`src/rtl/core/pft_pkg.sv`:
```
package pft_pkg;

    localparam int COORD_W    = 32;
    localparam int TIME_W     = 32;
    localparam int COUNT_W    = 5;
    localparam int INDEX_IN_W = 5;
    localparam int HOLD_W     = 31;
    localparam int CFG_IDX_W  = 2;
    localparam int CFG_DATA_W = 32;
    localparam int ALU_W      = 64;

    typedef enum logic [1:0] {
        OP_UPD_POS  = 2'd0,
        OP_UPD_GOAL = 2'd1,
        OP_SNAP     = 2'd2
    } t_op;

    typedef enum logic [1:0] {
        KIND_POS  = 2'd0,
        KIND_GOAL = 2'd1,
        KIND_SUM  = 2'd2
    } t_kind;

    typedef enum logic [CFG_IDX_W-1:0] {
        CFG_POS_TIMEOUT  = 2'd0,
        CFG_GOAL_TIMEOUT = 2'd1,
        CFG_HOLD_RADIUS  = 2'd2
    } t_cfg_idx;

    typedef enum logic [1:0] {
        ALU_ADD = 2'd0,
        ALU_SUB = 2'd1,
        ALU_MUL = 2'd2
    } t_alu_op;

    typedef enum logic [4:0] {
        ST_IDLE,
        ST_UPD_RD,
        ST_UPD_CMP,
        ST_S1_SCAN,
        ST_S1_PAGE,
        ST_S1_PCMP,
        ST_S1_GAGE,
        ST_S1_GCMP,
        ST_S1_EMIT,
        ST_S2_SCAN,
        ST_S2_DX,
        ST_S2_AX,
        ST_S2_DY,
        ST_S2_AY,
        ST_S2_CX,
        ST_S2_CY,
        ST_S2_MX,
        ST_S2_MY,
        ST_S2_SUM,
        ST_S2_RR,
        ST_S2_CMP,
        ST_S2_EMIT,
        ST_SUMMARY
    } t_state;

    typedef struct packed {
        logic signed [COORD_W-1:0] x;
        logic signed [COORD_W-1:0] y;
        logic signed [COORD_W-1:0] z;
    } t_point;

    typedef struct packed {
        t_alu_op          op;
        logic [ALU_W-1:0] a;
        logic [ALU_W-1:0] b;
    } t_alu_req;

    typedef struct packed {
        logic we_pos;
        logic we_goal;
    } t_wr_ctl;

    typedef struct packed {
        t_point            pos;
        t_point            goal;
        logic [TIME_W-1:0] pos_tm;
        logic [TIME_W-1:0] goal_tm;
        logic              pos_vld;
        logic              goal_vld;
    } t_rd_data;

    typedef struct packed {
        logic [COUNT_W-1:0] mp;
        logic [COUNT_W-1:0] sp;
        logic [COUNT_W-1:0] fp;
        logic [COUNT_W-1:0] mg;
        logic [COUNT_W-1:0] sg;
        logic [COUNT_W-1:0] fg;
        logic [COUNT_W-1:0] ag;
    } t_counts;

    function automatic logic [ALU_W-1:0] sext64(input logic [COORD_W-1:0] v);
        return {{(ALU_W-COORD_W){v[COORD_W-1]}}, v};
    endfunction

    function automatic logic [ALU_W-1:0] zext64(input logic [TIME_W-1:0] v);
        return {{(ALU_W-TIME_W){1'b0}}, v};
    endfunction

endpackage

```
`src/rtl/core/pft_alu.sv`:
```
module pft_alu (
    input  pft_pkg::t_alu_req         i_req,
    output logic [pft_pkg::ALU_W:0]   o_res
);
    import pft_pkg::*;

    logic [2*HOLD_W-1:0] prod;

    // bit ALU_W of a subtraction is the borrow, i.e. a < b unsigned
    always_comb begin
        prod = i_req.a[HOLD_W-1:0] * i_req.b[HOLD_W-1:0];
        case (i_req.op)
            ALU_ADD: o_res = {1'b0, i_req.a} + {1'b0, i_req.b};
            ALU_SUB: o_res = {1'b0, i_req.a} - {1'b0, i_req.b};
            ALU_MUL: o_res = {{(ALU_W+1-2*HOLD_W){1'b0}}, prod};
            default: o_res = '0;
        endcase
    end

endmodule

```
`config.mk`:
```
export PLATFORM = sky130hd
export DESIGN_NAME = pft_alu
export DESIGN_NICKNAME = d
export VERILOG_FILES = /design/src/rtl/core/pft_pkg.sv /design/src/rtl/core/pft_alu.sv
export SDC_FILE = /design/constraint.sdc
export NUM_CORES = 2
export LEC_CHECK = 0
export BUFFER_PORTS_ARGS = -buffer_cell sky130_fd_sc_hd__buf_2
export CAP_MARGIN = 30
export CORE_UTILIZATION = 45
export DETAILED_ROUTE_END_ITERATION = 16
export GPL_ROUTABILITY_DRIVEN = 0
export PLACE_DENSITY_LB_ADDON = 0.25
export SLEW_MARGIN = 40
export SYNTH_ARGS = -nofsm -noshare
export SYNTH_HDL_FRONTEND = slang
export SYNTH_SLANG_ARGS = --single-unit
```
`constraint.sdc`:
```
create_clock -name vclk -period 7.5
set_clock_uncertainty 0.05 [all_clocks]
set_input_delay 0.375 -clock vclk [all_inputs]
set_output_delay 0.375 -clock vclk [all_outputs]
set_load 0.03 [all_outputs]
```
Word level (Yosys, flattened, before mapping)
Cells that the tools add are included.
- register bits after elaboration: 0
- multiply operators: 1
- $add $sub $neg: 2
- reduce and logical (&&, ||, !) cells: 1
- eq/ne operators: 2
- mux-type cells: 1
- operators with widths (operator ; count):
    $pmux 65 s3 ; 1
    $add 64x64->65 ; 1
    $sub 64x64->65 ; 1
    $mul 31x31->62 ; 1
    $eq 2x1->1 const B ; 1
    $eq 2x2->1 const B ; 1
    $logic_not 2->1 ; 1

Longest topological paths before layout
- depth in word-level cells: 2
- gate-level depth with buffers: 29

Worst setup path after synthesis
OpenSTA, ideal clock, no wires.
- kind: in2out
- from: input port i_req[5] (netlist name)
- to: output port o_res[43] (netlist name)
- cell stages on the path: 27
- path buffers: 3
- arrival: 7.795 ns
- slack: -0.720 ns
- path through: clkbuf_1 clkbuf_1 and2_1 fa_1 fa_1 fa_1 inv_1 fa_1 inv_1 fa_1 inv_1 fa_1 inv_1 fa_1 fa_1 ha_1 clkbuf_1 a211oi_1 nand3_1 o2111ai_1 a311oi_1 o21ai_1 a211oi_1 o21bai_1 a211o_1 and3b_1 o32ai_1
- word-level cells in the longest chain between the ends: 2
- elaborated cells between the ends (all ways): 4
- RTL lines (what ; RTL line ; RTL):
    from (decl) ; pft_alu.sv:2 ; input pft_pkg::t_alu_req i_req,
    $mul 31x31->62 (tied with other cells) ; pft_alu.sv:11 ; prod = i_req.a[HOLD_W-1:0] * i_req.b[HOLD_W-1:0];
    $pmux 65 s3 * ; pft_alu.sv:12 ; case (i_req.op)
    to (decl) ; pft_alu.sv:3 ; output logic [pft_pkg::ALU_W:0] o_res
Mark *: on every way between the ends. The rest lies on a longest branch, timed or not.

Final worst setup path
- from: input port i_req[4] (netlist name)
- to: output port o_res[43] (netlist name)
Same word-level chain as after synthesis.

==> impl.org <==
** Die
- Placeable core region :: 80900 um^2
- In this run the count of I/O pins placed on the die edge is 195.
- The die covers 83200 um^2.
- Die extent in y :: 289 um
- Starting density of the core :: 0.456
- Core Rows :: 104
- From left edge to right edge, the die measures 289 um.

** Timing
- Based on the critical path, the design can be clocked at up to 0.124 GHz.
- The final-report max-slew violation count was 0.
- Sum Neg Setup Slack :: -12.72 ns
- Of the available clock period, the critical path in the final layout requires 1.07.
- The final hold violation count is 0.
- For the pin with the worst max-slew slack, the measured transition is 0.758 ns.
- Smallest setup slack after layout :: -0.562 ns
- Headroom to the max-slew limit came out at 0.491.
- Setup repair after global routing missed its margin :: true
- Setup violations remaining at the end of the flow were counted as 38.
- Fin crit period :: 8.06 ns

** Yosys
- Synthesized instance count :: 4341
- Yosys attributes the largest share of cell area to sky130_fd_sc_hd__fa_1 (45%), sky130_fd_sc_hd__ha_1 (11%), sky130_fd_sc_hd__and2_1 (8.6%).
- Number of synthesis warnings :: 0
- The synthesized netlist contains 84 unique library cells.
- Counting every net in the synthesized netlist gives 5630.
- Proportion of synthesized chip area in sequential cells :: 0
- A synthesized cell averages 8.51 um^2.
- The mapped netlist covers 36900 um^2.
- Of the post-synthesis cell area, the dominant cell type holds 0.454.
- Dominant cell type by area after synthesis :: sky130_fd_sc_hd__fa_1

** Worst setup path
- Worst Path Class, Setup :: input port to primary output
- Required time of the critical path :: 7.07 ns
- The cell family contributing the most delay on the critical path is adder cells.
- The worst setup path is launched from an input port.
- In this design, the stage delay of the slowest critical-path cell is 0.57 ns.
- The most numerous cell type found on the critical path is sky130_fd_sc_hd__fa_1.
- Along the worst path, the maximum fanout reaches 5.
- Cell with the largest stage delay on the worst path :: sky130_fd_sc_hd__fa_2
- WP data arrival :: 7.64 ns
- STA classifies the critical path endpoint as a primary output.
- Count of buffering cells on the critical path with inverters included :: 5

** CTS
- After clock tree synthesis, the flow added hold-fix buffers numbering 0.

** Global route
- Global router's overall resource usage :: 0.277
- Maximum number of pins on one net before global-route repair :: 58
- For met1 alone, demand over resource in global routing was 0.381.
- met2 is the most crowded layer.
- Wire length of the first global-routing pass :: 180000 um
- The number of global-route vias before repair was 32700.
- In the global route stage, met2 resource usage came out at 0.468.
- For this run, global-route usage on met3 was measured as 0.0245.
- Initial antenna violation count :: 4
- After global routing the overflow that remains totals 0.

** Drt
- The pre-antenna-repair detailed-routing pass consisted of 13 iterations.
- Total vias in the final route :: 31100
- The first routing iteration left 1947 violations.
- Using the TritonRoute via totals, the vias-per-cell ratio works out to 5.35.
- The count of nets left with antenna violations once routing finished came out at 0.
- Total DRC errors in the routed layout :: 8
- Per-cell routed wire length :: 19.4 um
- Drt total wl :: 113000 um

** Layout
- Register cell area after layout :: 0 um^2
- In the final layout, the share of cells above drive strength 1 is 0.195.
- FF+latch count :: 0
- Count of clock buffers in the final design :: 0
- Number of nets in the layout :: 6050
- Layout Area Growth over Synthesis :: 19.5%
- The filler cells instantiated in the layout total 7431.

** Worst hold path
- Type of the most critical hold path :: input port to primary output

** Placed design
- The count of buffers added on input and output ports is 195.
- Once detailed placement completed, the half-perimeter wirelength came to 97700 um.

** Job
- Max-cap violations :: 0

** Outcome
- Violations in the final reports :: design-rule violations, negative setup slack
- The run finished, with violations left.
==> synth_stat cells (8+ instances only) <==
cell / n
sky130_fd_sc_hd__fa_1: 838
sky130_fd_sc_hd__inv_1: 808
sky130_fd_sc_hd__nand2_1: 570
sky130_fd_sc_hd__and2_1: 508
sky130_fd_sc_hd__ha_1: 321
sky130_fd_sc_hd__clkbuf_1: 249
sky130_fd_sc_hd__a21oi_1: 169
sky130_fd_sc_hd__xnor2_1: 113
sky130_fd_sc_hd__nor2_1: 110
sky130_fd_sc_hd__o21ai_0: 80
sky130_fd_sc_hd__a21o_1: 65
sky130_fd_sc_hd__xor2_1: 58
sky130_fd_sc_hd__o22ai_1: 47
sky130_fd_sc_hd__nand3_1: 41
sky130_fd_sc_hd__nor3_1: 32
sky130_fd_sc_hd__o21bai_1: 28
sky130_fd_sc_hd__nand4_1: 25
sky130_fd_sc_hd__nand2b_1: 20
sky130_fd_sc_hd__a211oi_1: 19
sky130_fd_sc_hd__a31oi_1: 19
sky130_fd_sc_hd__o21a_1: 19
sky130_fd_sc_hd__o21ai_1: 18
sky130_fd_sc_hd__and3_1: 11
sky130_fd_sc_hd__o31ai_1: 10
sky130_fd_sc_hd__buf_6: 9
sky130_fd_sc_hd__o211ai_1: 8
sky130_fd_sc_hd__or3_1: 8
==> per-layer routing <==
metal / wire [um] / vias up
li1: - / 14100
met1: 47800 / 15800
met2: 54600 / 1012
met3: 6650 / 183
met4: 3960 / 4
met5: 23 / -
==> worst paths after layout <==
path,start,to,slack (ns),cells past startpoint
max,i_req[4],o_res[43],-0.56,25
min,i_req[128],o_res[55],1.26,4
==> cell families (layout without fill, tap and decap cells) <==
logic type | Yosys count | in the layout | share of synthesized area
and+or+nand+nor | 1367 | 1367 | 0.185
xor gates and xnor gates | 171 | 171 | 0.0405
adders and majority gates | 1159 | 1159 | 0.563
buffers and inverters | 1084 | 1502 | 0.114
other | 0 | 3 | 0
muxes | 5 | 5 | 0.00139
AOI/OAI and AO/OA | 555 | 555 | 0.0962
==> repair_timing <==
item	in CTS	in global routing
pin swaps	171	154
setup endpoints to repair	42	43
buffers inserted	35	26
cloned	2	4
gates resized for setup	290	157
==> placed cells by master, fill, tap and decap left out, types with 65 or more instances in the layout <==
cell                        n
sky130_fd_sc_hd__a21o_1    65
sky130_fd_sc_hd__xnor2_1  105
sky130_fd_sc_hd__nand2_1  563
sky130_fd_sc_hd__inv_1    791
sky130_fd_sc_hd__nor2_1   106
sky130_fd_sc_hd__a21oi_1  155
sky130_fd_sc_hd__buf_4    451
sky130_fd_sc_hd__ha_1     300
sky130_fd_sc_hd__fa_1     801
sky130_fd_sc_hd__buf_6     83
sky130_fd_sc_hd__and2_1   474
sky130_fd_sc_hd__o21ai_0   70
sky130_fd_sc_hd__buf_2    112
==> final cells by class <==
| type | count | area [um^2] | area share |
|---|---|---|---|
| inverter | 808 | 3030 | 0.0687 |
| antenna | 3 | 7.51 | 0.000170 |
| timing repair buffer | 694 | 5780 | 0.131 |
| tap | 1060 | 1330 | 0.0300 |
| multi-input combinational | 3257 | 34000 | 0.770 |
==> through the flow <==
step                      cells  utilization  cell area, um^2  setup WS (ns)  hold WS, ns
final                      5822        0.545            44100         -0.562         1.26
after global routing       5820        0.545            44100         -0.738         1.28
after CTS                  5789        0.533            43200         -0.599         1.25
after detailed placement   5753        0.516            41700         -0.988         1.26
after global placement     5753        0.516            41700          -1.01         1.24
after floorplan            4341            -            37400         -0.118        0.940
Power is not shown: default switching activity piles up to over one toggle a cycle in this logic, so the estimate is an artifact.
