### src/rtl/core/pft_pkg.sv
package pft_pkg;

    localparam int COORD_W    = 32;
    localparam int TIME_W     = 32;
    localparam int COUNT_W    = 5;
    localparam int INDEX_IN_W = 5;
    localparam int HOLD_W     = 31;
    localparam int CFG_IDX_W  = 2;
    localparam int CFG_DATA_W = 32;
    localparam int ALU_W      = 64;

    typedef enum logic [1:0] {
        OP_UPD_POS  = 2'd0,
        OP_UPD_GOAL = 2'd1,
        OP_SNAP     = 2'd2
    } t_op;

    typedef enum logic [1:0] {
        KIND_POS  = 2'd0,
        KIND_GOAL = 2'd1,
        KIND_SUM  = 2'd2
    } t_kind;

    typedef enum logic [CFG_IDX_W-1:0] {
        CFG_POS_TIMEOUT  = 2'd0,
        CFG_GOAL_TIMEOUT = 2'd1,
        CFG_HOLD_RADIUS  = 2'd2
    } t_cfg_idx;

    typedef enum logic [1:0] {
        ALU_ADD = 2'd0,
        ALU_SUB = 2'd1,
        ALU_MUL = 2'd2
    } t_alu_op;

    typedef enum logic [4:0] {
        ST_IDLE,
        ST_UPD_RD,
        ST_UPD_CMP,
        ST_S1_SCAN,
        ST_S1_PAGE,
        ST_S1_PCMP,
        ST_S1_GAGE,
        ST_S1_GCMP,
        ST_S1_EMIT,
        ST_S2_SCAN,
        ST_S2_DX,
        ST_S2_AX,
        ST_S2_DY,
        ST_S2_AY,
        ST_S2_CX,
        ST_S2_CY,
        ST_S2_MX,
        ST_S2_MY,
        ST_S2_SUM,
        ST_S2_RR,
        ST_S2_CMP,
        ST_S2_EMIT,
        ST_SUMMARY
    } t_state;

    typedef struct packed {
        logic signed [COORD_W-1:0] x;
        logic signed [COORD_W-1:0] y;
        logic signed [COORD_W-1:0] z;
    } t_point;

    typedef struct packed {
        t_alu_op          op;
        logic [ALU_W-1:0] a;
        logic [ALU_W-1:0] b;
    } t_alu_req;

    typedef struct packed {
        logic we_pos;
        logic we_goal;
    } t_wr_ctl;

    typedef struct packed {
        t_point            pos;
        t_point            goal;
        logic [TIME_W-1:0] pos_tm;
        logic [TIME_W-1:0] goal_tm;
        logic              pos_vld;
        logic              goal_vld;
    } t_rd_data;

    typedef struct packed {
        logic [COUNT_W-1:0] mp;
        logic [COUNT_W-1:0] sp;
        logic [COUNT_W-1:0] fp;
        logic [COUNT_W-1:0] mg;
        logic [COUNT_W-1:0] sg;
        logic [COUNT_W-1:0] fg;
        logic [COUNT_W-1:0] ag;
    } t_counts;

    function automatic logic [ALU_W-1:0] sext64(input logic [COORD_W-1:0] v);
        return {{(ALU_W-COORD_W){v[COORD_W-1]}}, v};
    endfunction

    function automatic logic [ALU_W-1:0] zext64(input logic [TIME_W-1:0] v);
        return {{(ALU_W-TIME_W){1'b0}}, v};
    endfunction

endpackage

### src/rtl/core/pft_store.sv
module pft_store #(
    parameter int NUM_PEERS = 16
) (
    input  logic                                       i_clk,
    input  logic                                       i_rst_n,
    input  logic [((NUM_PEERS > 1) ? $clog2(NUM_PEERS) : 1)-1:0] i_rd_addr,
    input  logic [((NUM_PEERS > 1) ? $clog2(NUM_PEERS) : 1)-1:0] i_wr_addr,
    input  pft_pkg::t_wr_ctl                           i_wr,
    input  pft_pkg::t_point                            i_wr_pt,
    input  logic [pft_pkg::TIME_W-1:0]                 i_wr_tm,
    output pft_pkg::t_rd_data                          o_rd
);
    import pft_pkg::*;

    t_point            r_pos_mem  [NUM_PEERS];
    t_point            r_goal_mem [NUM_PEERS];
    logic [TIME_W-1:0] r_pos_tm   [NUM_PEERS];
    logic [TIME_W-1:0] r_goal_tm  [NUM_PEERS];
    logic [NUM_PEERS-1:0] r_pos_vld;
    logic [NUM_PEERS-1:0] r_goal_vld;
    t_rd_data          r_rd;

    always_ff @(posedge i_clk) begin
        if (i_wr.we_pos) begin
            r_pos_mem[i_wr_addr] <= i_wr_pt;
            r_pos_tm[i_wr_addr]  <= i_wr_tm;
        end
        if (i_wr.we_goal) begin
            r_goal_mem[i_wr_addr] <= i_wr_pt;
            r_goal_tm[i_wr_addr]  <= i_wr_tm;
        end
        r_rd.pos      <= r_pos_mem[i_rd_addr];
        r_rd.goal     <= r_goal_mem[i_rd_addr];
        r_rd.pos_tm   <= r_pos_tm[i_rd_addr];
        r_rd.goal_tm  <= r_goal_tm[i_rd_addr];
        r_rd.pos_vld  <= r_pos_vld[i_rd_addr];
        r_rd.goal_vld <= r_goal_vld[i_rd_addr];
    end

    always_ff @(posedge i_clk) begin
        if (!i_rst_n) begin
            r_pos_vld  <= '0;
            r_goal_vld <= '0;
        end else begin
            if (i_wr.we_pos) begin
                r_pos_vld[i_wr_addr] <= 1'b1;
            end
            if (i_wr.we_goal) begin
                r_goal_vld[i_wr_addr] <= 1'b1;
            end
        end
    end

    assign o_rd = r_rd;

endmodule

### config.mk
export PLATFORM = sky130hd
export DESIGN_NAME = pft_store
export DESIGN_NICKNAME = d
export VERILOG_FILES = /design/src/rtl/core/pft_pkg.sv /design/src/rtl/core/pft_store.sv
export SDC_FILE = /design/constraint.sdc
export NUM_CORES = 2
export LEC_CHECK = 0
export BUFFER_PORTS_ARGS = -buffer_cell sky130_fd_sc_hd__clkbuf_2
export CELL_PAD_IN_SITES_DETAIL_PLACEMENT = 1
export CELL_PAD_IN_SITES_GLOBAL_PLACEMENT = 2
export CORE_MARGIN = 10
export CORE_UTILIZATION = 51
export CTS_CLUSTER_DIAMETER = 60
export DETAILED_ROUTE_END_ITERATION = 8
export GPL_TIMING_DRIVEN = 0
export PLACE_DENSITY = 0.84
export SYNTH_ARGS = -nofsm -noshare
export SYNTH_HDL_FRONTEND = slang
export SYNTH_SLANG_ARGS = --single-unit
### constraint.sdc
create_clock -name i_clk -period 16.4 [get_ports i_clk]
set_clock_uncertainty 0.1 [all_clocks]
set_input_delay 3.28 -clock i_clk [delete_from_list [all_inputs] [get_ports i_clk]]
set_output_delay 3.28 -clock i_clk [all_outputs]
set_load 0.05 [all_outputs]
---- Word level (Yosys, flattened, before mapping) ----
Memories as Yosys holds them, arrays and structs flattened. A register that Yosys moved wholly into a read port is not among the register bits.
Index checks and enable logic that the tools add are counted.
cells by class
  multiplexer cells ....................... 10
  bitwise operators ....................... 2
  magnitude comparators ................... 3
  reduce and logical (&&, ||, !) cells .... 1
operators by type and width
  kind                  count
  $or A16 B16 Y16       2
  $lt A4 B5 Y1 const B  2
  $bmux W1 S4           2
  $mux W1               7
  $demux W1 S4          1
  $ge A4 B1 Y1 const B  1
  $logic_and A1 B1 Y1   1
word-level totals
  register bits after elaboration ......... 34
  bits of input ports ..................... 140
  memories kept ........................... 4
  output and inout bits ................... 258
  logic and storage cells ................. 24
  bits in writable memories ............... 4096
memory list
  name        depth  bits a word  read ports  clocked after memory_dff  wr ports  line             text
  r_goal_mem  16     96           1           1                         1         pft_store.sv:16  t_point r_goal_mem [NUM_PEERS];
  r_pos_mem   16     96           1           1                         1         pft_store.sv:15  t_point r_pos_mem [NUM_PEERS];
  r_goal_tm   16     32           1           1                         1         pft_store.sv:18  logic [TIME_W-1:0] r_goal_tm [NUM_PEERS];
  r_pos_tm    16     32           1           1                         1         pft_store.sv:17  logic [TIME_W-1:0] r_pos_tm [NUM_PEERS];

---- Logic depth before layout (Yosys ltp) ----
  depth after elaboration ................. 5
  gate-level depth with buffers ........... 8
  depth with buffers taken out ............ 3

---- Least setup slack after synthesis ----
OpenSTA, ideal clock, no wires.
  path kind ............................... input-to-reg
  from .................................... in i_wr_addr[1] (netlist name)
  to ...................................... mem r_goal_mem[0][0] (netlist name), enable pin
  arrival time ............................ 9.169 ns
  library setup time ...................... 0.619 ns
  required time ........................... 15.681 ns
  path slack .............................. 6.513 ns
  path buffers ............................ 0
  stages on the path ...................... 2
  path through ............................ or3b_2 -> nor2_1
RTL lines
  element          line             text
  start, declared  pft_store.sv:7   input logic [((NUM_PEERS > 1) ? $clog2(NUM_PEERS) : 1)-1:0] i_wr_addr,
  end, declared    pft_store.sv:16
Straight into the memory's write port.

==> summary.md <==
| Metric | Value |
|---|---|
| Status | finished, violations left |
| Violations in the final reports | capacitance limit, slew limit |
| Root buffer cell | clkbuf_16 |
| # Post-CTS Setup Buffers | 0 |
| RSZ-0062 raised after global routing | false |
| Global-route wire length before repair | 694,000 um |
| Num rows | 205 |
| Maximum clock rate | 170 MHz |
| CP Max Fanout | 10 |
| Pre-antenna DRT Iters | 8 |
| Worst min path class | flip-flop to flip-flop |
| Final min period | 5.89 ns |
| Reg2reg setup slack | 14.47 ns |
| Top Ports | 398 |
| Die Wd | 580 um |
| Slew Viols, Final | 11 |
| Gr usage total | 0.290 |
| Vias per inst | 6.71 |
| Crit start category | input port |
| Clock sink count | 4,386 |
| WL per Instance | 40.1 um |
| Largest net degree at the start of global routing | 33 |
| Vias | 83,100 |
| CTS H-Tree Depth | 5 |
| Worst setup path category | input port to flip-flop |
| Count of cell types in the netlist | 26 |
| Final setup fails | 0 |
| Die Ht | 580 um |
| Most frequent CP cell | buf_2 |
| Clk_lat worst skew | 1.02 ns |
| Tightest Pin Transition | 1.51 ns |
| Post-synthesis sequential area ratio | 0.805 |
| Layout cells sized above 1 | 0.319 |
| Slowest-stage cell, CP | buf_1 |
| Nets | 7,965 |
| RePlAce Congestion | 0.763 |
| RR Endpoint | o_rd[172]$_DFF_P_ |
| Number of global-route vias before repair | 86,500 |
| Leading cell type in the layout, fill and taps excluded | edfxtp_1 |
| Post-DP HPWL | 314,000 um |
| Starting DRC count in detailed routing | 13,900 |
| Syn_area_per_cell | 23.6 um^2 |
| DP Worst Slack | 9.72 ns |
| Critical path endpoint category | flip-flop |
| Drt drc | 0 |
| Max cap viols | 1 |
| Crit path largest cell delay | 1.07 ns |
| Initial Util | 0.512 |
| Die area | 336,000 um^2 |
| IO buf count | 394 |
| Clk pin slew, worst setup/hold paths | 0.06 ns |
| Remaining Overflow, GRT | 0 |
| CP arrival | 6.63 ns |
| Detail Route Antenna Nets | 0 |
| Initial antenna violation count | 91 |
| Resize count post-CTS | 0 |
| CTS Buf Count | 440 |
| Worst setup path end | o_rd[94]$_DFF_P_ |
| Cell area power density | 132 nW/um^2 |
| Routed WL | 497,000 um |
| Hold buffer count at cts | 0 |
| Worst setup slack after layout | 10.51 ns |
| Max rail drop VDD | 0.111 mV |
| Reg2Reg Launch Point | r_pos_mem[5][10]$_DFFE_PP_ |
| Hold Vio Cnt, Final | 0 |
| Yosys reg bits | 4,386 |
| Syn. warnings | 0 |
| Rel. slew slack | -0.00604 |
| Area grow syn2layout | 17.0% |
| Core ar. | 312,000 um^2 |
| Synth area leader | edfxtp_1 |
| Most frequent cells in the layout | 4,096 x edfxtp_1, 972 x mux4_2, 446 x a22oi_1, 446 x clkbuf_16, 407 x clkbuf_2 |
| Leak pwr | 60.5 nW |
| Required @ worst endpoint | 17.14 ns |
| Share of the synthesized area in the top cell type | 0.769 |
| Crit-path cells | buf_2, buf_2, buf_1, nand2_1, o221ai_1, o22a_1 |
| Fin crit share | 0.359 |
| Synthesized Nets | 6,906 |
| Synthesized area | 160,000 um^2 |
| CP Launch Point | i_rd_addr[2] |
| Clock Path Buffers | 4 |
| Worst reg2reg path depth | 3 |
| CTS tree | yes |
| Total Power | 24.6 mW |
| Syn Inst Count | 6,766 |
| Top cells by area, synth | edfxtp_1 77%, mux4_2 14%, dfxtp_1 3.6%, a22oi_1 2.1%, mux2_2 0.77% |
state kept, by name, indices dropped and copies added, names as in the netlist:
register,cells
r_pos_tm,512
r_goal_vld,16
o_rd,258
r_goal_tm,512
r_pos_mem,1536
r_pos_vld,16
r_goal_mem,1536
stage by stage:
stage | TNS (ns) | hold slack, ns | instances | instance area, um^2 | util
3_3_place_gp | -3824.32 | 0.341 | 11300 | 167000 | 0.535
5_1_grt | 0 | 0.382 | 12400 | 187000 | 0.599
3_5_place_dp | 0 | 0.351 | 11500 | 172000 | 0.551
4_1_cts | 0 | 0.365 | 12400 | 187000 | 0.599
6_report | 0 | 0.365 | 12400 | 187000 | 0.600
2_1_floorplan | 0 | 0.335 | 6766 | 160000 | -
report_power, final:
part	switching (mW)	internal [mW]	leakage, nW	total [mW]
clock	4.48	5.94	7.29	10.4
combinational	1.13	0.472	13.7	1.60
sequential	0.107	12.5	39.4	12.6
total	5.71	18.9	60.5	24.6
logic make-up (layout without fill, tap and decap cells):
group / after synthesis / after routing / synth area share
compound gates: 575 / 575 / 0.0271
buf+inv: 362 / 1807 / 0.0115
flops: 4386 / 4386 / 0.805
mux: 1125 / 1125 / 0.147
other cells: 0 / 45 / 0
simple gates: 318 / 318 / 0.00882
critical path: cells and delay by family:
family	cells	cell delay, ns
and+or+nand+nor	1	0.65
AOI/OAI and AO/OA	2	0.87
buffers and inverters	3	1.78
final cells by class:
type | count | area, um^2
buffer | 362 | 1850
clock inverter | 258 | 3020
tap | 4140 | 5180
sequential | 4386 | 129000
timing repair buffer | 617 | 6710
clock buffer | 570 | 11900
multi-input combinational | 2018 | 29600
fill | 25400 | 125000
antenna | 45 | 113
worst min-delay path by stage:
stage,start,depth (start not counted),end
finish,r_goal_vld[7]$_SDFFE_PN0P_,1,r_goal_vld[7]$_SDFFE_PN0P_
global route,r_goal_vld[7]$_SDFFE_PN0P_,1,r_goal_vld[7]$_SDFFE_PN0P_
CTS,r_goal_vld[7]$_SDFFE_PN0P_,1,r_goal_vld[7]$_SDFFE_PN0P_
detailed placement,r_goal_vld[7]$_SDFFE_PN0P_,1,r_goal_vld[7]$_SDFFE_PN0P_
global placement,r_goal_vld[11]$_SDFFE_PN0P_,1,r_goal_vld[11]$_SDFFE_PN0P_
floorplan,r_goal_vld[11]$_SDFFE_PN0P_,1,r_goal_vld[11]$_SDFFE_PN0P_
Yosys cell counts:
cell type	count
edfxtp_1	4096
mux4_2	972
a22oi_1	446
dfxtp_1	290
nand2_1	200
clkbuf_1	143
buf_2	111
mux2_2	110
buf_4	69
mux2i_1	43
nor2b_1	43
o221ai_1	37
nor2_1	34
o21a_1	32
buf_1	29
nand2b_1	27
o21ai_0	27
a221oi_1	23
buf_6	10
o22a_1	10
nand3b_1	4
and2_1	3
nand3_1	2
or2_2	2
or3b_2	2
nor2_2	1
layer usage:
layer / track usage / wire length (um) / part of all wire
met1: 0.378 / 174000 / 0.35
met2: 0.471 / 243000 / 0.49
met3: 0.0650 / 55300 / 0.11
met4: 0.132 / 25000 / 0.050
met5: 0 / 374 / 0.00075
No activity file was read; power rests on OpenSTA's default activity.
